<file path="src/rtl/positional_list_engine_top_assert.svh">
`ifndef POSITIONAL_LIST_ENGINE_TOP_ASSERT_SVH
`define POSITIONAL_LIST_ENGINE_TOP_ASSERT_SVH

// Check that cons holds in every cycle in which ante holds.
`define PLE_ASSERT_NOW(label, clk, rst_n, ante, cons) \
    label: assert property (@(posedge clk) disable iff (!rst_n) (ante) |-> (cons)) \
        else $error("list engine check failed");

// Check that cons holds in the cycle after ante holds.
`define PLE_ASSERT_NEXT(label, clk, rst_n, ante, cons) \
    label: assert property (@(posedge clk) disable iff (!rst_n) (ante) |=> (cons)) \
        else $error("list engine check failed");

`endif

</file>
<file path="src/rtl/ple_pkg.sv">
`timescale 1ns / 1ps

package ple_pkg;

    localparam int CAPACITY = 32;
    localparam int IDX_W    = (CAPACITY > 1) ? $clog2(CAPACITY) : 1;
    localparam int CNT_W    = $clog2(CAPACITY + 1);
    localparam int VAL_W    = 32;
    localparam int CMD_W    = 3;
    localparam int POS_W    = 7;
    localparam int ST_W     = 2;
    localparam int TOT_W    = 7;
    localparam int CMP_W    = POS_W + 1;

    typedef enum logic [CMD_W-1:0] {
        CMD_INS_FIRST = 3'd0,
        CMD_INS_LAST  = 3'd1,
        CMD_INS_POS   = 3'd2,
        CMD_DEL_FIRST = 3'd3,
        CMD_DEL_LAST  = 3'd4,
        CMD_DEL_POS   = 3'd5,
        CMD_DUMP      = 3'd6,
        CMD_NOP       = 3'd7
    } t_cmd;

    typedef enum logic [ST_W-1:0] {
        ST_OK     = 2'd0,
        ST_BADPOS = 2'd1,
        ST_FULL   = 2'd2,
        ST_EMPTY  = 2'd3
    } t_status;

    typedef enum logic [2:0] {
        S_IDLE,
        S_EXEC,
        S_WALK,
        S_BACK,
        S_FIX,
        S_DUMP,
        S_RESP
    } t_state;

    typedef enum logic [3:0] {
        OP_RESP,
        OP_INS_EMPTY,
        OP_INS_FRONT,
        OP_INS_BACK,
        OP_INS_MID,
        OP_DEL_ONLY,
        OP_DEL_FRONT,
        OP_DEL_BACK,
        OP_DEL_MID,
        OP_DUMP
    } t_op;

    typedef struct packed {
        logic             rd_en;
        logic [IDX_W-1:0] rd_addr;
        logic             wr_en;
        logic [IDX_W-1:0] wr_addr;
        logic [IDX_W-1:0] wr_data;
    } t_link_req;

    typedef struct packed {
        logic             rd_en;
        logic [IDX_W-1:0] rd_addr;
        logic             wr_en;
        logic [IDX_W-1:0] wr_addr;
        logic [VAL_W-1:0] wr_data;
    } t_val_req;

    typedef struct packed {
        logic             alloc_en;
        logic [IDX_W-1:0] alloc_idx;
        logic             release_en;
        logic [IDX_W-1:0] release_idx;
    } t_free_ctl;

endpackage

</file>
<file path="src/rtl/ple_ram.sv">
`timescale 1ns / 1ps

module ple_ram #(
    parameter int WIDTH = 32,
    parameter int DEPTH = 32,
    localparam int ADDR_W = (DEPTH > 1) ? $clog2(DEPTH) : 1
) (
    input  logic              i_clk,
    input  logic              i_wr_en,
    input  logic [ADDR_W-1:0] i_wr_addr,
    input  logic [WIDTH-1:0]  i_wr_data,
    input  logic              i_rd_en,
    input  logic [ADDR_W-1:0] i_rd_addr,
    output logic [WIDTH-1:0]  o_rd_data
);

    logic [WIDTH-1:0] r_mem [DEPTH];
    logic [WIDTH-1:0] r_rd_data;

    // Write one word, read one word; read data holds while no read is issued
    always_ff @(posedge i_clk) begin
        if (i_wr_en) begin
            r_mem[i_wr_addr] <= i_wr_data;
        end
        if (i_rd_en) begin
            r_rd_data <= r_mem[i_rd_addr];
        end
    end

    assign o_rd_data = r_rd_data;

endmodule

</file>
<file path="src/rtl/ple_free_map.sv">
`timescale 1ns / 1ps
`include "positional_list_engine_top_assert.svh"

module ple_free_map
    import ple_pkg::*;
(
    input  logic             i_clk,
    input  logic             i_rst_n,
    input  t_free_ctl        i_ctl,
    output logic [IDX_W-1:0] o_alloc_slot
);

    logic [CAPACITY-1:0] r_free;
    logic [CAPACITY-1:0] n_free;
    logic [CAPACITY-1:0] lowest;
    logic [IDX_W-1:0]    r_alloc;
    logic [IDX_W-1:0]    n_alloc;

    // Mark a slot taken on allocation, free on release
    always_comb begin
        n_free = r_free;
        if (i_ctl.alloc_en) begin
            n_free[i_ctl.alloc_idx] = 1'b0;
        end
        if (i_ctl.release_en) begin
            n_free[i_ctl.release_idx] = 1'b1;
        end
    end

    // Isolate the lowest free bit, then encode its index
    always_comb begin
        lowest  = r_free & (~r_free + CAPACITY'(1));
        n_alloc = '0;
        for (int i = 0; i < CAPACITY; i++) begin
            if (lowest[i]) begin
                n_alloc = n_alloc | IDX_W'(i);
            end
        end
    end

    always_ff @(posedge i_clk) begin
        if (!i_rst_n) begin
            r_free  <= '1;
            r_alloc <= '0;
        end else begin
            r_free  <= n_free;
            r_alloc <= n_alloc;
        end
    end

    assign o_alloc_slot = r_alloc;

    `PLE_ASSERT_NOW(a_alloc_was_free, i_clk, i_rst_n, i_ctl.alloc_en, r_free[i_ctl.alloc_idx])
    `PLE_ASSERT_NOW(a_release_was_used, i_clk, i_rst_n, i_ctl.release_en, !r_free[i_ctl.release_idx])
    `PLE_ASSERT_NOW(a_one_change, i_clk, i_rst_n, i_ctl.alloc_en, !i_ctl.release_en)

endmodule

</file>
<file path="src/rtl/ple_seq.sv">
`timescale 1ns / 1ps
`include "positional_list_engine_top_assert.svh"

module ple_seq
    import ple_pkg::*;
(
    input  logic                    i_clk,
    input  logic                    i_rst_n,
    input  logic                    i_in_valid,
    output logic                    o_in_ready,
    input  logic [CMD_W-1:0]        i_cmd,
    input  logic signed [VAL_W-1:0] i_item_value,
    input  logic [POS_W-1:0]        i_position,
    output logic                    o_out_valid,
    input  logic                    i_out_ready,
    output logic [ST_W-1:0]         o_status,
    output logic [TOT_W-1:0]        o_element_total,
    output logic signed [VAL_W-1:0] o_read_value,
    output logic                    o_last_item,
    output t_val_req                o_val_req,
    input  logic [VAL_W-1:0]        i_val_rd_data,
    output t_link_req               o_fwd_req,
    input  logic [IDX_W-1:0]        i_fwd_rd_data,
    output t_link_req               o_bwd_req,
    input  logic [IDX_W-1:0]        i_bwd_rd_data,
    output t_free_ctl               o_free_ctl,
    input  logic [IDX_W-1:0]        i_alloc_slot
);

    t_state             r_state, n_state;
    t_cmd               r_cmd;
    logic [VAL_W-1:0]   r_val;
    logic [POS_W-1:0]   r_pos;
    t_op                r_op, n_op;
    t_status            r_status, n_status;
    logic [CNT_W-1:0]   r_count, n_count;
    logic [IDX_W-1:0]   r_head, n_head;
    logic [IDX_W-1:0]   r_tail, n_tail;
    logic [IDX_W-1:0]   r_slot, n_slot;
    logic [IDX_W-1:0]   r_ptr, n_ptr;
    logic [IDX_W-1:0]   r_prev, n_prev;
    logic [IDX_W-1:0]   r_nbr, n_nbr;
    logic [CNT_W-1:0]   r_left, n_left;

    logic               r_out_valid;
    t_status            r_o_status, n_o_status;
    logic [TOT_W-1:0]   r_o_total, n_o_total;
    logic [VAL_W-1:0]   r_o_value, n_o_value;
    logic               r_o_last, n_o_last;
    logic               out_load;
    logic               out_free;

    logic [CMP_W-1:0]   cnt_c;
    logic [CMP_W-1:0]   cnt_p1;
    logic [CMP_W-1:0]   pos_c;
    logic [CMP_W-1:0]   ins_pos;
    logic [CMP_W-1:0]   del_pos;
    t_op                op;
    t_status            op_status;
    logic               walk_done;
    logic               walking;
    logic               resp_leave;
    logic               resp_loaded;

    assign out_free   = !r_out_valid || i_out_ready;
    assign o_in_ready = (r_state == S_IDLE);
    assign walk_done  = (r_left == CNT_W'(1));

    // Decode the held request against the current count
    always_comb begin
        cnt_c     = CMP_W'(r_count);
        cnt_p1    = cnt_c + CMP_W'(1);
        pos_c     = CMP_W'(r_pos);
        op        = OP_RESP;
        op_status = ST_OK;
        ins_pos   = pos_c;
        del_pos   = pos_c;
        if (r_cmd == CMD_INS_FIRST) begin
            ins_pos = CMP_W'(1);
        end else if (r_cmd == CMD_INS_LAST) begin
            ins_pos = cnt_p1;
        end
        if (r_cmd == CMD_DEL_FIRST) begin
            del_pos = CMP_W'(1);
        end else if (r_cmd == CMD_DEL_LAST) begin
            del_pos = cnt_c;
        end
        unique case (r_cmd) inside
            CMD_INS_FIRST, CMD_INS_LAST, CMD_INS_POS: begin
                if (ins_pos == '0 || ins_pos > cnt_p1) begin
                    op_status = ST_BADPOS;
                end else if (cnt_c == CMP_W'(CAPACITY)) begin
                    op_status = ST_FULL;
                end else if (cnt_c == '0) begin
                    op = OP_INS_EMPTY;
                end else if (ins_pos == CMP_W'(1)) begin
                    op = OP_INS_FRONT;
                end else if (ins_pos == cnt_p1) begin
                    op = OP_INS_BACK;
                end else begin
                    op = OP_INS_MID;
                end
            end
            CMD_DEL_FIRST, CMD_DEL_LAST, CMD_DEL_POS: begin
                if (r_cmd != CMD_DEL_POS && cnt_c == '0) begin
                    op_status = ST_EMPTY;
                end else if (del_pos == '0 || del_pos > cnt_c) begin
                    op_status = ST_BADPOS;
                end else if (cnt_c == CMP_W'(1)) begin
                    op = OP_DEL_ONLY;
                end else if (del_pos == CMP_W'(1)) begin
                    op = OP_DEL_FRONT;
                end else if (del_pos == cnt_c) begin
                    op = OP_DEL_BACK;
                end else begin
                    op = OP_DEL_MID;
                end
            end
            CMD_DUMP: begin
                if (cnt_c == '0) begin
                    op_status = ST_EMPTY;
                end else begin
                    op = OP_DUMP;
                end
            end
            default: begin
                op_status = ST_OK;
            end
        endcase
    end

    // Next state
    always_comb begin
        n_state = r_state;
        unique case (r_state)
            S_IDLE: begin
                if (i_in_valid) begin
                    n_state = S_EXEC;
                end
            end
            S_EXEC: begin
                case (op) inside
                    OP_INS_MID, OP_DEL_FRONT, OP_DEL_MID: n_state = S_WALK;
                    OP_DEL_BACK:                           n_state = S_BACK;
                    OP_DUMP:                               n_state = S_DUMP;
                    default:                               n_state = S_RESP;
                endcase
            end
            S_WALK: begin
                if (walk_done) begin
                    n_state = (r_op == OP_INS_MID) ? S_FIX : S_RESP;
                end
            end
            S_BACK: n_state = S_RESP;
            S_FIX:  n_state = S_RESP;
            S_DUMP: begin
                if (out_free && walk_done) begin
                    n_state = S_IDLE;
                end
            end
            S_RESP: begin
                if (out_free) begin
                    n_state = S_IDLE;
                end
            end
            default: n_state = S_IDLE;
        endcase
    end

    // Memory requests, list pointers and result loading
    always_comb begin
        n_op       = r_op;
        n_status   = r_status;
        n_count    = r_count;
        n_head     = r_head;
        n_tail     = r_tail;
        n_slot     = r_slot;
        n_ptr      = r_ptr;
        n_prev     = r_prev;
        n_nbr      = r_nbr;
        n_left     = r_left;
        o_val_req  = '0;
        o_fwd_req  = '0;
        o_bwd_req  = '0;
        o_free_ctl = '0;
        out_load   = 1'b0;
        n_o_status = r_o_status;
        n_o_total  = r_o_total;
        n_o_value  = r_o_value;
        n_o_last   = r_o_last;
        unique case (r_state)
            S_EXEC: begin
                n_op     = op;
                n_status = op_status;
                n_slot   = i_alloc_slot;
                case (op)
                    OP_INS_EMPTY: begin
                        o_val_req.wr_en      = 1'b1;
                        o_val_req.wr_addr    = i_alloc_slot;
                        o_val_req.wr_data    = r_val;
                        o_free_ctl.alloc_en  = 1'b1;
                        o_free_ctl.alloc_idx = i_alloc_slot;
                        n_head  = i_alloc_slot;
                        n_tail  = i_alloc_slot;
                        n_count = r_count + CNT_W'(1);
                    end
                    OP_INS_FRONT: begin
                        o_val_req.wr_en      = 1'b1;
                        o_val_req.wr_addr    = i_alloc_slot;
                        o_val_req.wr_data    = r_val;
                        o_fwd_req.wr_en      = 1'b1;
                        o_fwd_req.wr_addr    = i_alloc_slot;
                        o_fwd_req.wr_data    = r_head;
                        o_bwd_req.wr_en      = 1'b1;
                        o_bwd_req.wr_addr    = r_head;
                        o_bwd_req.wr_data    = i_alloc_slot;
                        o_free_ctl.alloc_en  = 1'b1;
                        o_free_ctl.alloc_idx = i_alloc_slot;
                        n_head  = i_alloc_slot;
                        n_count = r_count + CNT_W'(1);
                    end
                    OP_INS_BACK: begin
                        o_val_req.wr_en      = 1'b1;
                        o_val_req.wr_addr    = i_alloc_slot;
                        o_val_req.wr_data    = r_val;
                        o_bwd_req.wr_en      = 1'b1;
                        o_bwd_req.wr_addr    = i_alloc_slot;
                        o_bwd_req.wr_data    = r_tail;
                        o_fwd_req.wr_en      = 1'b1;
                        o_fwd_req.wr_addr    = r_tail;
                        o_fwd_req.wr_data    = i_alloc_slot;
                        o_free_ctl.alloc_en  = 1'b1;
                        o_free_ctl.alloc_idx = i_alloc_slot;
                        n_tail  = i_alloc_slot;
                        n_count = r_count + CNT_W'(1);
                    end
                    OP_INS_MID: begin
                        o_fwd_req.rd_en   = 1'b1;
                        o_fwd_req.rd_addr = r_head;
                        n_ptr  = r_head;
                        n_left = CNT_W'(ins_pos - CMP_W'(1));
                    end
                    OP_DEL_ONLY: begin
                        o_free_ctl.release_en  = 1'b1;
                        o_free_ctl.release_idx = r_head;
                        n_head  = '1;
                        n_tail  = '1;
                        n_count = r_count - CNT_W'(1);
                    end
                    OP_DEL_FRONT: begin
                        o_fwd_req.rd_en   = 1'b1;
                        o_fwd_req.rd_addr = r_head;
                        n_ptr  = r_head;
                        n_left = CNT_W'(1);
                    end
                    OP_DEL_BACK: begin
                        o_bwd_req.rd_en   = 1'b1;
                        o_bwd_req.rd_addr = r_tail;
                    end
                    OP_DEL_MID: begin
                        o_fwd_req.rd_en   = 1'b1;
                        o_fwd_req.rd_addr = r_head;
                        n_ptr  = r_head;
                        n_left = CNT_W'(del_pos);
                    end
                    OP_DUMP: begin
                        o_val_req.rd_en   = 1'b1;
                        o_val_req.rd_addr = r_head;
                        o_fwd_req.rd_en   = 1'b1;
                        o_fwd_req.rd_addr = r_head;
                        n_left = r_count;
                    end
                    default: begin
                        n_left = r_left;
                    end
                endcase
            end
            S_WALK: begin
                if (walk_done) begin
                    case (r_op)
                        OP_INS_MID: begin
                            // Link the new slot between the walked node and its successor
                            o_val_req.wr_en   = 1'b1;
                            o_val_req.wr_addr = r_slot;
                            o_val_req.wr_data = r_val;
                            o_fwd_req.wr_en   = 1'b1;
                            o_fwd_req.wr_addr = r_slot;
                            o_fwd_req.wr_data = i_fwd_rd_data;
                            o_bwd_req.wr_en   = 1'b1;
                            o_bwd_req.wr_addr = r_slot;
                            o_bwd_req.wr_data = r_ptr;
                            n_nbr = i_fwd_rd_data;
                        end
                        OP_DEL_FRONT: begin
                            o_free_ctl.release_en  = 1'b1;
                            o_free_ctl.release_idx = r_ptr;
                            n_head  = i_fwd_rd_data;
                            n_count = r_count - CNT_W'(1);
                        end
                        default: begin
                            // Bridge predecessor and successor around the removed node
                            o_fwd_req.wr_en        = 1'b1;
                            o_fwd_req.wr_addr      = r_prev;
                            o_fwd_req.wr_data      = i_fwd_rd_data;
                            o_bwd_req.wr_en        = 1'b1;
                            o_bwd_req.wr_addr      = i_fwd_rd_data;
                            o_bwd_req.wr_data      = r_prev;
                            o_free_ctl.release_en  = 1'b1;
                            o_free_ctl.release_idx = r_ptr;
                            n_count = r_count - CNT_W'(1);
                        end
                    endcase
                end else begin
                    // Advance one link, issuing the next read from the returned link
                    o_fwd_req.rd_en   = 1'b1;
                    o_fwd_req.rd_addr = i_fwd_rd_data;
                    n_prev = r_ptr;
                    n_ptr  = i_fwd_rd_data;
                    n_left = r_left - CNT_W'(1);
                end
            end
            S_FIX: begin
                o_bwd_req.wr_en      = 1'b1;
                o_bwd_req.wr_addr    = r_nbr;
                o_bwd_req.wr_data    = r_slot;
                o_fwd_req.wr_en      = 1'b1;
                o_fwd_req.wr_addr    = r_ptr;
                o_fwd_req.wr_data    = r_slot;
                o_free_ctl.alloc_en  = 1'b1;
                o_free_ctl.alloc_idx = r_slot;
                n_count = r_count + CNT_W'(1);
            end
            S_BACK: begin
                o_free_ctl.release_en  = 1'b1;
                o_free_ctl.release_idx = r_tail;
                n_tail  = i_bwd_rd_data;
                n_count = r_count - CNT_W'(1);
            end
            S_DUMP: begin
                if (out_free) begin
                    out_load   = 1'b1;
                    n_o_status = ST_OK;
                    n_o_total  = TOT_W'(r_count);
                    n_o_value  = i_val_rd_data;
                    n_o_last   = walk_done;
                    if (!walk_done) begin
                        o_val_req.rd_en   = 1'b1;
                        o_val_req.rd_addr = i_fwd_rd_data;
                        o_fwd_req.rd_en   = 1'b1;
                        o_fwd_req.rd_addr = i_fwd_rd_data;
                        n_left = r_left - CNT_W'(1);
                    end
                end
            end
            S_RESP: begin
                if (out_free) begin
                    out_load   = 1'b1;
                    n_o_status = r_status;
                    n_o_total  = TOT_W'(r_count);
                    n_o_value  = '0;
                    n_o_last   = 1'b1;
                end
            end
            default: begin
                n_op = r_op;
            end
        endcase
    end

    // Control state
    always_ff @(posedge i_clk) begin
        if (!i_rst_n) begin
            r_state     <= S_IDLE;
            r_count     <= '0;
            r_head      <= '1;
            r_tail      <= '1;
            r_out_valid <= 1'b0;
        end else begin
            r_state <= n_state;
            r_count <= n_count;
            r_head  <= n_head;
            r_tail  <= n_tail;
            if (out_load) begin
                r_out_valid <= 1'b1;
            end else if (i_out_ready) begin
                r_out_valid <= 1'b0;
            end
        end
    end

    // Request capture, walk registers and result payload
    always_ff @(posedge i_clk) begin
        if (i_in_valid && o_in_ready) begin
            r_cmd <= t_cmd'(i_cmd);
            r_val <= i_item_value;
            r_pos <= i_position;
        end
        r_op       <= n_op;
        r_status   <= n_status;
        r_slot     <= n_slot;
        r_ptr      <= n_ptr;
        r_prev     <= n_prev;
        r_nbr      <= n_nbr;
        r_left     <= n_left;
        r_o_status <= n_o_status;
        r_o_total  <= n_o_total;
        r_o_value  <= n_o_value;
        r_o_last   <= n_o_last;
    end

    assign o_out_valid     = r_out_valid;
    assign o_status        = r_o_status;
    assign o_element_total = r_o_total;
    assign o_read_value    = r_o_value;
    assign o_last_item     = r_o_last;

    // Conditions watched by the checks below
    assign walking     = (r_state == S_WALK) || (r_state == S_DUMP);
    assign resp_leave  = (r_state == S_RESP) && out_free;
    assign resp_loaded = r_out_valid && r_o_last && (r_state == S_IDLE);

    `PLE_ASSERT_NOW(a_count_cap, i_clk, i_rst_n, 1'b1, r_count <= CNT_W'(CAPACITY))
    `PLE_ASSERT_NOW(a_walk_left, i_clk, i_rst_n, walking, r_left != '0)
    `PLE_ASSERT_NEXT(a_resp_last, i_clk, i_rst_n, resp_leave, resp_loaded)

endmodule

</file>
<file path="src/rtl/positional_list_engine_top.sv">
`timescale 1ns / 1ps
// Positional list engine: an ordered list of signed 32-bit values in linked slots.
// Request channel (i_in_valid / o_in_ready) carries i_cmd, i_item_value and
// i_position; the result channel (o_out_valid / i_out_ready) carries o_status,
// o_element_total, o_read_value and o_last_item. Every request gives one result
// with o_last_item set, except a dump of a nonempty list, which gives one result
// per element from head to tail and sets o_last_item on the final one.
// Sequence: insert first/last, error and empty-list requests go from S_EXEC to
// S_RESP, which loads the result register; delete last passes through S_BACK,
// delete first through S_WALK, and removing the only element skips both. Inserts
// and deletes in the middle of the list walk the forward link memory one slot per
// cycle in S_WALK. A dump loads its first element and then one element per
// cycle while the receiver does not stall. One request is worked on at a time;
// a new request is taken the cycle after the previous one has left its last
// result in the output register, even while that result still waits. A walk
// near the tail or a dump of a full store holds the engine longest.
// A receiver stall holds the result register and, during a dump, pauses the walk
// without losing an element.
// Reset (synchronous, active low) empties the list and marks every slot free at
// once; no clearing pass is needed, as slot contents are read only after written.
module positional_list_engine_top
    import ple_pkg::*;
(
    input  logic                    i_clk,
    input  logic                    i_rst_n,
    input  logic                    i_in_valid,
    output logic                    o_in_ready,
    input  logic [CMD_W-1:0]        i_cmd,
    input  logic signed [VAL_W-1:0] i_item_value,
    input  logic [POS_W-1:0]        i_position,
    output logic                    o_out_valid,
    input  logic                    i_out_ready,
    output logic [ST_W-1:0]         o_status,
    output logic [TOT_W-1:0]        o_element_total,
    output logic signed [VAL_W-1:0] o_read_value,
    output logic                    o_last_item
);

    t_val_req         val_req;
    t_link_req        fwd_req;
    t_link_req        bwd_req;
    t_free_ctl        free_ctl;
    logic [VAL_W-1:0] val_rd_data;
    logic [IDX_W-1:0] fwd_rd_data;
    logic [IDX_W-1:0] bwd_rd_data;
    logic [IDX_W-1:0] alloc_slot;

    // Sequence requests over the link memories
    ple_seq u_seq (
        .i_clk           (i_clk),
        .i_rst_n         (i_rst_n),
        .i_in_valid      (i_in_valid),
        .o_in_ready      (o_in_ready),
        .i_cmd           (i_cmd),
        .i_item_value    (i_item_value),
        .i_position      (i_position),
        .o_out_valid     (o_out_valid),
        .i_out_ready     (i_out_ready),
        .o_status        (o_status),
        .o_element_total (o_element_total),
        .o_read_value    (o_read_value),
        .o_last_item     (o_last_item),
        .o_val_req       (val_req),
        .i_val_rd_data   (val_rd_data),
        .o_fwd_req       (fwd_req),
        .i_fwd_rd_data   (fwd_rd_data),
        .o_bwd_req       (bwd_req),
        .i_bwd_rd_data   (bwd_rd_data),
        .o_free_ctl      (free_ctl),
        .i_alloc_slot    (alloc_slot)
    );

    // Track free slots and offer the lowest one
    ple_free_map u_free_map (
        .i_clk        (i_clk),
        .i_rst_n      (i_rst_n),
        .i_ctl        (free_ctl),
        .o_alloc_slot (alloc_slot)
    );

    // Hold slot values
    ple_ram #(
        .WIDTH (VAL_W),
        .DEPTH (CAPACITY)
    ) u_value_ram (
        .i_clk     (i_clk),
        .i_wr_en   (val_req.wr_en),
        .i_wr_addr (val_req.wr_addr),
        .i_wr_data (val_req.wr_data),
        .i_rd_en   (val_req.rd_en),
        .i_rd_addr (val_req.rd_addr),
        .o_rd_data (val_rd_data)
    );

    // Hold forward links
    ple_ram #(
        .WIDTH (IDX_W),
        .DEPTH (CAPACITY)
    ) u_fwd_ram (
        .i_clk     (i_clk),
        .i_wr_en   (fwd_req.wr_en),
        .i_wr_addr (fwd_req.wr_addr),
        .i_wr_data (fwd_req.wr_data),
        .i_rd_en   (fwd_req.rd_en),
        .i_rd_addr (fwd_req.rd_addr),
        .o_rd_data (fwd_rd_data)
    );

    // Hold backward links
    ple_ram #(
        .WIDTH (IDX_W),
        .DEPTH (CAPACITY)
    ) u_bwd_ram (
        .i_clk     (i_clk),
        .i_wr_en   (bwd_req.wr_en),
        .i_wr_addr (bwd_req.wr_addr),
        .i_wr_data (bwd_req.wr_data),
        .i_rd_en   (bwd_req.rd_en),
        .i_rd_addr (bwd_req.rd_addr),
        .o_rd_data (bwd_rd_data)
    );

endmodule

</file>
<file path="config.mk">
export PLATFORM = sky130hd
export DESIGN_NAME = positional_list_engine_top
export DESIGN_NICKNAME = d
export VERILOG_FILES = /design/src/rtl/ple_pkg.sv /design/src/rtl/ple_ram.sv /design/src/rtl/ple_free_map.sv /design/src/rtl/ple_seq.sv /design/src/rtl/positional_list_engine_top.sv
export VERILOG_INCLUDE_DIRS = /design/src /design/src/rtl
export SDC_FILE = /design/constraint.sdc
export NUM_CORES = 2
export LEC_CHECK = 0
export ABC_AREA = 1
export BUFFER_PORTS_ARGS = -buffer_cell sky130_fd_sc_hd__buf_2
export CAP_MARGIN = 10
export CORE_MARGIN = 3
export CORE_UTILIZATION = 35
export DETAILED_ROUTE_END_ITERATION = 10
export HOLD_SLACK_MARGIN = 0.15
export PLACE_DENSITY = 0.53
export SYNTH_ARGS = -nofsm -noshare
export SYNTH_HDL_FRONTEND = slang
export SYNTH_SLANG_ARGS = --single-unit
</file>
<file path="constraint.sdc">
create_clock -name i_clk -period 5.81 [get_ports i_clk]
set_input_delay 0.8715 -clock i_clk [delete_from_list [all_inputs] [get_ports i_clk]]
set_output_delay 0.8715 -clock i_clk [all_outputs]
set_load 0.01 [all_outputs]
</file>
### Word level (Yosys, flattened, before mapping)

Memory sizes are Yosys's and may differ from the RTL's. A register that Yosys moved wholly into a read port is not among the register bits.
Index checks and enable logic that the tools add are counted.

| storage, ports and cells | value |
|---|---|
| output and inout bits | 44 |
| logic and storage cells | 360 |
| bits in writable memories | 1344 |
| memories kept | 3 |
| flip-flop bits (word level) | 173 |

| cells by class | value |
|---|---|
| reduce and logical (&&, ||, !) cells | 36 |
| add/subtract/negate cells | 6 |
| magnitude comparators | 6 |
| eq/ne operators | 46 |
| bitwise operators | 5 |
| mux-type cells | 237 |

Memories:

| memory | depth | width | rd ports | clocked after Yosys merged registers in | write ports | line | source |
|---|---|---|---|---|---|---|---|
| u_value_ram.r_mem | 32 | 32 | 1 | 1 | 1 | ple_ram.sv:17 | `logic [WIDTH-1:0] r_mem [DEPTH];` |
| u_bwd_ram.r_mem | 32 | 5 | 1 | 1 | 1 | ple_ram.sv:17 |  |
| u_fwd_ram.r_mem | 32 | 5 | 1 | 1 | 1 | ple_ram.sv:17 |  |

Operators by type and width:

| kind | number |
|---|---|
| $mux W38 | 7 |
| $mux W6 | 35 |
| $mux W4 | 49 |
| $mux W32 | 6 |
| $mux W5 | 34 |
| $mux W11 | 10 |
| $pmux W11 S2 | 4 |
| $pmux W38 S2 | 1 |
| $pmux W11 S3 | 2 |
| $and A32 B32 Y32 | 2 |
| $not A32 Y32 | 2 |
| $pmux W32 S2 | 1 |
| $pmux W6 S3 | 3 |
| $pmux W5 S2 | 5 |
| $mux W3 | 16 |
| $pmux W6 S4 | 2 |
| $mux W8 | 5 |
| $mux W2 | 19 |
| $pmux W6 S2 | 3 |
| $add A32 B1 Y32 const B | 1 |
| $or A32 B32 Y32 | 1 |
| $mux W7 | 4 |
| $eq A4 B3 Y1 const B | 6 |
| $mux W1 | 22 |
| 45 further kinds | 96 |

### Depth between registers and ports, before layout

| depth | value |
|---|---|
| depth in word-level cells | 40 |
| gate-level depth with buffers | 32 |
| depth with buffers taken out | 31 |

### Hierarchy

A second synthesis with hierarchy kept.

| second synthesis, totals | value |
|---|---|
| cells, all modules | 6058 |
| area total of the unflattened synthesis | 66487.5 µm² |

By module, submodules not included:

| module | instances | seq. area each (µm²) | cells an instance | area an instance (µm²) |
|---|---|---|---|---|
| ple_ram at u_value_ram | 1 | 31710.4 | 3536 | 42726.0 |
| ple_ram at u_bwd_ram ... | 2 | 4954.8 | 595 | 6846.6 |
| ple_seq | 1 | 3853.7 | 960 | 7781.2 |
| ple_free_map | 1 | 740.7 | 372 | 2287.2 |

### Least setup slack after synthesis

OpenSTA, ideal clock, no wires.

| timing | value |
|---|---|
| path type | flip-flop to flip-flop |
| start point | reg u_seq.r_count[0] |
| end point | mem u_value_ram.r_mem[0][0] (enable) |
| stages on the path, launching flop included | 22 |
| data required time | 5389 ps |
| setup slack | 1008 ps |
| arrival time | 4381 ps |
| period minus slack after synthesis | 4802 ps |
| path buffers | 0 |
| cell sequence | dfxtp_1 inv_1 ha_1 inv_1 o22ai_1 ha_1 a21oi_1 o21ai_0 nand2_1 nand2_1 nand2_1 nand3_1 inv_2 nand2_1 nand3_4 o211ai_4 nor2_1 a21oi_1 inv_1 nor2_1 nand2_1 nor2_1 |

| on the way | value |
|---|---|
| longest elaborated chain between the ends | 33 |

Ends and longest elaborated chain:

| element | line | source |
|---|---|---|
| start: declaration | ple_seq.sv:36 | `logic [CNT_W-1:0] r_count, n_count;` |
| start signal: assignment | ple_seq.sv:380 | `r_count <= n_count;` |
| $add A6 B1 Y7 | ple_seq.sv:72 | `cnt_p1 = cnt_c + CMP_W'(1);` |
| $mux W8 | ple_seq.sv:80 | `end else if (r_cmd == CMD_INS_LAST) begin` |
| $mux W8 (2 in series) | ple_seq.sv:78 | `if (r_cmd == CMD_INS_FIRST) begin` |
| $eq A8 B7 Y1 | ple_seq.sv:98 | `end else if (ins_pos == cnt_p1) begin` |
| $mux W3 | ple_seq.sv:98 |  |
| $mux W4 | ple_seq.sv:96 | `end else if (ins_pos == CMP_W'(1)) begin` |
| $mux W4 | ple_seq.sv:94 | `end else if (cnt_c == '0) begin` |
| $mux W4 | ple_seq.sv:92 | `end else if (cnt_c == CMP_W'(CAPACITY)) begin` |
| (+17 left out) | n/a |  |
| named net u_seq.op[0] | ple_seq.sv:58 | `t_op op;` |
| $eq A4 B1 Y1 or $eq A4 B2 Y1 (tied branches) | ple_seq.sv:196 | `case (op)` |
| $reduce_or A3 Y1 (no source line) * | n/a |  |
| $mux W38 * | ple_seq.sv:196 |  |
| $mux W38 * | ple_seq.sv:191 | `unique case (r_state)` |
| $pmux W38 S2 * | ple_seq.sv:191 |  |
| $mux W1 | ple_ram.sv:22 | `if (i_wr_en) begin` |
| $mux W1 (not written as such) | ple_ram.sv:23 | `r_mem[i_wr_addr] <= i_wr_data;` |
| end: declaration | ple_ram.sv:17 |  |

The timed path passes the listed nets; every way through them passes the cells marked *. The select of a mux whose other input is x is not followed.

### Worst setup path in the final report

| timing | value |
|---|---|
| start point | reg u_seq.r_count[0] |
| end point | mem u_fwd_ram.r_mem[20][0] (netlist bit) (enable) |

| on the way | value |
|---|---|
| longest elaborated chain between the ends | 32 |

Ends and longest elaborated chain:

| element | line | source |
|---|---|---|
| $add A6 B1 Y7 | ple_seq.sv:72 |  |
| $mux W8 | ple_seq.sv:80 |  |
| $mux W8 (2 in series) | ple_seq.sv:78 |  |
| $eq A8 B7 Y1 | ple_seq.sv:98 |  |
| $mux W3 | ple_seq.sv:98 |  |
| $mux W4 | ple_seq.sv:96 |  |
| $mux W4 | ple_seq.sv:94 |  |
| $mux W4 | ple_seq.sv:92 |  |
| (+16 left out) | n/a |  |
| $pmux W4 S3 * | ple_seq.sv:88 | `unique case (r_cmd) inside` |
| named net u_seq.op[0] | ple_seq.sv:58 |  |
| $eq A4 B2 Y1 | ple_seq.sv:196 |  |
| $pmux W11 S2 * | ple_seq.sv:196 |  |
| $mux W11 * | ple_seq.sv:191 |  |
| $pmux W11 S3 * | ple_seq.sv:191 |  |
| $mux W1 | ple_ram.sv:22 |  |
| $mux W1 (not written as such) | ple_ram.sv:23 |  |
| end: declaration | ple_ram.sv:17 |  |

Marks and branches as above.

==> results.txt <==
Post-synth EDFFs = 1501
Number of synthesis warnings = 0
Antenna-violating nets left = 0
Skew final = 0.0366 ns
Vias in the first global route = 40736
Setup bufs post-CTS = 0
DR WL/cell = 23.0 µm
Width of the die = 437 µm
P per Cell Area = 393 mW/mm²
Clock sink count = 1558
Layout fillers = 17143
Count leader, synth = edfxtp_1
Cell Area, Synth = 0.0651 mm²
DR pass1 iterations = 7
CTS root buf = clkbuf_16
Skew-Pair Late Insertion Delay = 0.81 ns
Worst path arrival time = 5.66 ns
Area leader, netlist = edfxtp_1
Place WS = 0.697 ns
M1 GR Usage = 25.8%
Final Critical Period = 5.23 ns
Worst-path clk slew = 0.06 ns
H-tree depth = 4
Worst-margin pin slew = 1.06 ns
TritonCTS clock tree = built
Worst R2R Setup Slack = 0.58 ns
Slew headroom = 29.0%
Endpoint type of the worst setup path = register
Post-synth ARST share = 0%
Die area = 0.191 mm²
Max Slew Vio Count = 0
GPL Wtd Cong = 0.910
NetSw = 8.82 mW
Layout cells sized above 1 = 11.1%
DRC violations left = 0
Area Overhead vs Synth = 15.0%
# setup viols final = 0
DR vias = 41711
M3 GR Usage = 2.34%
Seq pwr share = 45.3%
Final Hold Vio Count = 0
Pwr Total = 29.4 mW
Ys flop type = edfxtp_1
Worst r2r src = u_seq.r_count[0]$_SDFFE_PN0P_
R2R depth = 24
Min-Delay Path Class = in -> reg
M2 GR Usage = 30.3%
Die extent in y = 437 µm
CP startpoint = u_seq.r_count[0]$_SDFFE_PN0P_
Synth Area per Inst = 12.4 µm²
Int Power = 20.6 mW
Worst Path Class, Setup = reg -> reg
CP Data Required Time = 6.24 ns
Hold Path Cell Cnt = 1
Cell Count, Final, Fillers Out = 7940
Clock share of power = 35.4%
RSZ-0062 raised after global routing = false
GRT Total Usage = 18.7%
Max Freq = 0.191 GHz
Num rows = 157
Drt via density = 5.25
Setup slack after layout = 0.576 ns
Fin nets = 5415
Largest buffer count on any clock path = 3
Initial DRC Count = 4393
I/O pins = 90
GRT busiest layer = met2
Initial antenna violation count = 3
Status = complete, no violations
Largest fanout on the critical path = 12
Core area = 0.184 mm²
Dpl cells = 7642
Hold_buf cts = 0
Comb power frac = 19.3%
IO buf count = 88
Global route overflow = 0
Yosys cell types = 56
CTS resizes = 0
Post-synth net total = 5296
Net Sw Frac = 30.0%
Starting density of the core = 35.4%
Critical path endpoint = u_fwd_ram.r_mem[20][0]$_DFFE_PP_
DRT Wirelength = 183000 µm
Post-route setup TNS = 0 ns
DP HPWL = 109000 µm
Leakage = 26.0 nW
Synth area leaders = edfxtp_1 69%, nor2_1 3.6%, nand2_1 3.6%, nand3_1 3.4%, mux2i_1 3.3%
Maximum VDD drop = 0.319 mV
Crit start category = register
Most frequent cells after synthesis = 1501 x edfxtp_1, 629 x nor2_1, 618 x nand2_1
Final worst path period share = 90.1%
Synthesized netlist cell count = 5228
Sequential fraction of the synthesis area = 71.0%
Largest net degree at the start of global routing = 123
RR Endpoint = u_fwd_ram.r_mem[20][0]$_DFFE_PP_
Seq cells post-synth = 1558
First-pass GRT wire length = 270000 µm
Max Cap Viol = 0
CTS buffer count = 165
Top cell type's share of synthesized area = 69.3%
-- power groups by stage --
stage	logic [mW]	clock network, mW	registers [mW]
3_3_place_gp	5.67	0	13.6
5_1_grt	6.25	11.1	13.3
4_1_cts	5.70	10.6	13.3
2_1_floorplan	3.56	0	13.4
3_5_place_dp	5.67	0	13.5
6_report	5.68	10.4	13.3
-- worst max-delay path, stage by stage (launching register included) --
cell and delay (ns):
dfxtp_1 0.60, inv_1 0.11, ha_1 0.34, inv_1 0.08, o22ai_1 0.31, ha_1 0.31
a21oi_1 0.17, o21ai_0 0.12, nand2_1 0.07, nand2_1 0.05, nand2_1 0.07, nand3_1 0.11
inv_2 0.10, nand2_1 0.09, nand3_4 0.13, nor2_1 0.09, nand2_1 0.36, o22ai_1 0.13
nand2_1 0.12, inv_1 0.05, nor2_1 0.42, inv_1 0.12, nor2_1 0.12, nand2_1 0.29
nor2_1 0.49
-- layout make-up --
type	instances	area [µm²]	share of cell area [%]
repair buffers	241	2150	2.88
inverters	464	1750	2.34
well taps	2464	3080	4.12
clock inverters	87	1010	1.35
multi-input cells	2917	16400	21.8
clock buffers	208	4290	5.73
diodes	1	2.50	0.00334
flip-flops and latches	1558	46200	61.7
-- metrics by stage --
step | cell area (µm²) | hold WS, ns | util (%)
2_1_floorplan | 65100 | 0.403 | -
5_1_grt | 74900 | 0.205 | 40.7
3_5_place_dp | 69500 | 0.469 | 37.8
4_1_cts | 74800 | 0.177 | 40.7
3_3_place_gp | 69500 | 0.462 | 37.8
6_report | 74900 | 0.248 | 40.7
-- flip-flops by register name, summed over array words and instances, names as in the netlist, 6 cells and up --
name and cells:
u_value_ram.r_mem 1024, u_value_ram.o_rd_data 32, u_seq.r_pos 7, u_seq.r_count 6, u_free_map.r_free 32, u_seq.o_read_value 32
u_seq.o_element_total 6, u_bwd_ram.r_mem 160, u_seq.r_val 32, u_seq.r_left 6, u_fwd_ram.r_mem 160
-- worst min path at each step --
stage,end,slack (ns),start
3_3_place_gp,u_free_map.r_free[31]$_SDFF_PN1_,0.46,u_free_map.r_free[31]$_SDFF_PN1_
5_1_grt,u_seq.r_val[23]$_DFFE_PP_,0.21,i_item_value[23]
2_1_floorplan,u_seq.o_element_total[2]$_DFFE_PP_,0.40,u_seq.r_count[2]$_SDFFE_PN0P_
3_5_place_dp,u_free_map.r_free[31]$_SDFF_PN1_,0.47,u_free_map.r_free[31]$_SDFF_PN1_
4_1_cts,u_seq.r_val[17]$_DFFE_PP_,0.18,i_item_value[17]
6_report,u_seq.r_val[17]$_DFFE_PP_,0.25,i_item_value[17]
-- routing by layer --
metal,share of wire [%],vias to the layer above
met3,5.3,270
met2,47,1286
met4,3.5,0
met1,44,20880
li1,-,19275
met5,0,-
-- kinds of logic (layout without fill, tap and decap cells) --
logic type,count (synthesis),after routing,share of synthesized area [%]
AND/OR/NAND/NOR,1800,1800,11.8
AO/OA/AOI/OAI,870,870,8.71
multiplexers,214,214,3.29
buffers and inverters,753,1000,4.59
XOR/XNOR,10,10,0.135
adder cells (fa/ha/maj),22,22,0.423
other,1,2,0.00576
flip-flops,1558,1558,71.0
-- layout by cell type (no fill, tap or decap), types with 57 or more instances in the layout --
cell	n
edfxtp_1	1501
nand2_1	615
nor2_1	564
nand3_1	440
inv_1	437
o21ai_0	361
mux2i_1	214
o221ai_1	208
clkbuf_16	165
buf_4	108
buf_2	88
a21oi_1	80
dfxtp_1	57
(Power assumes the default switching activity.)
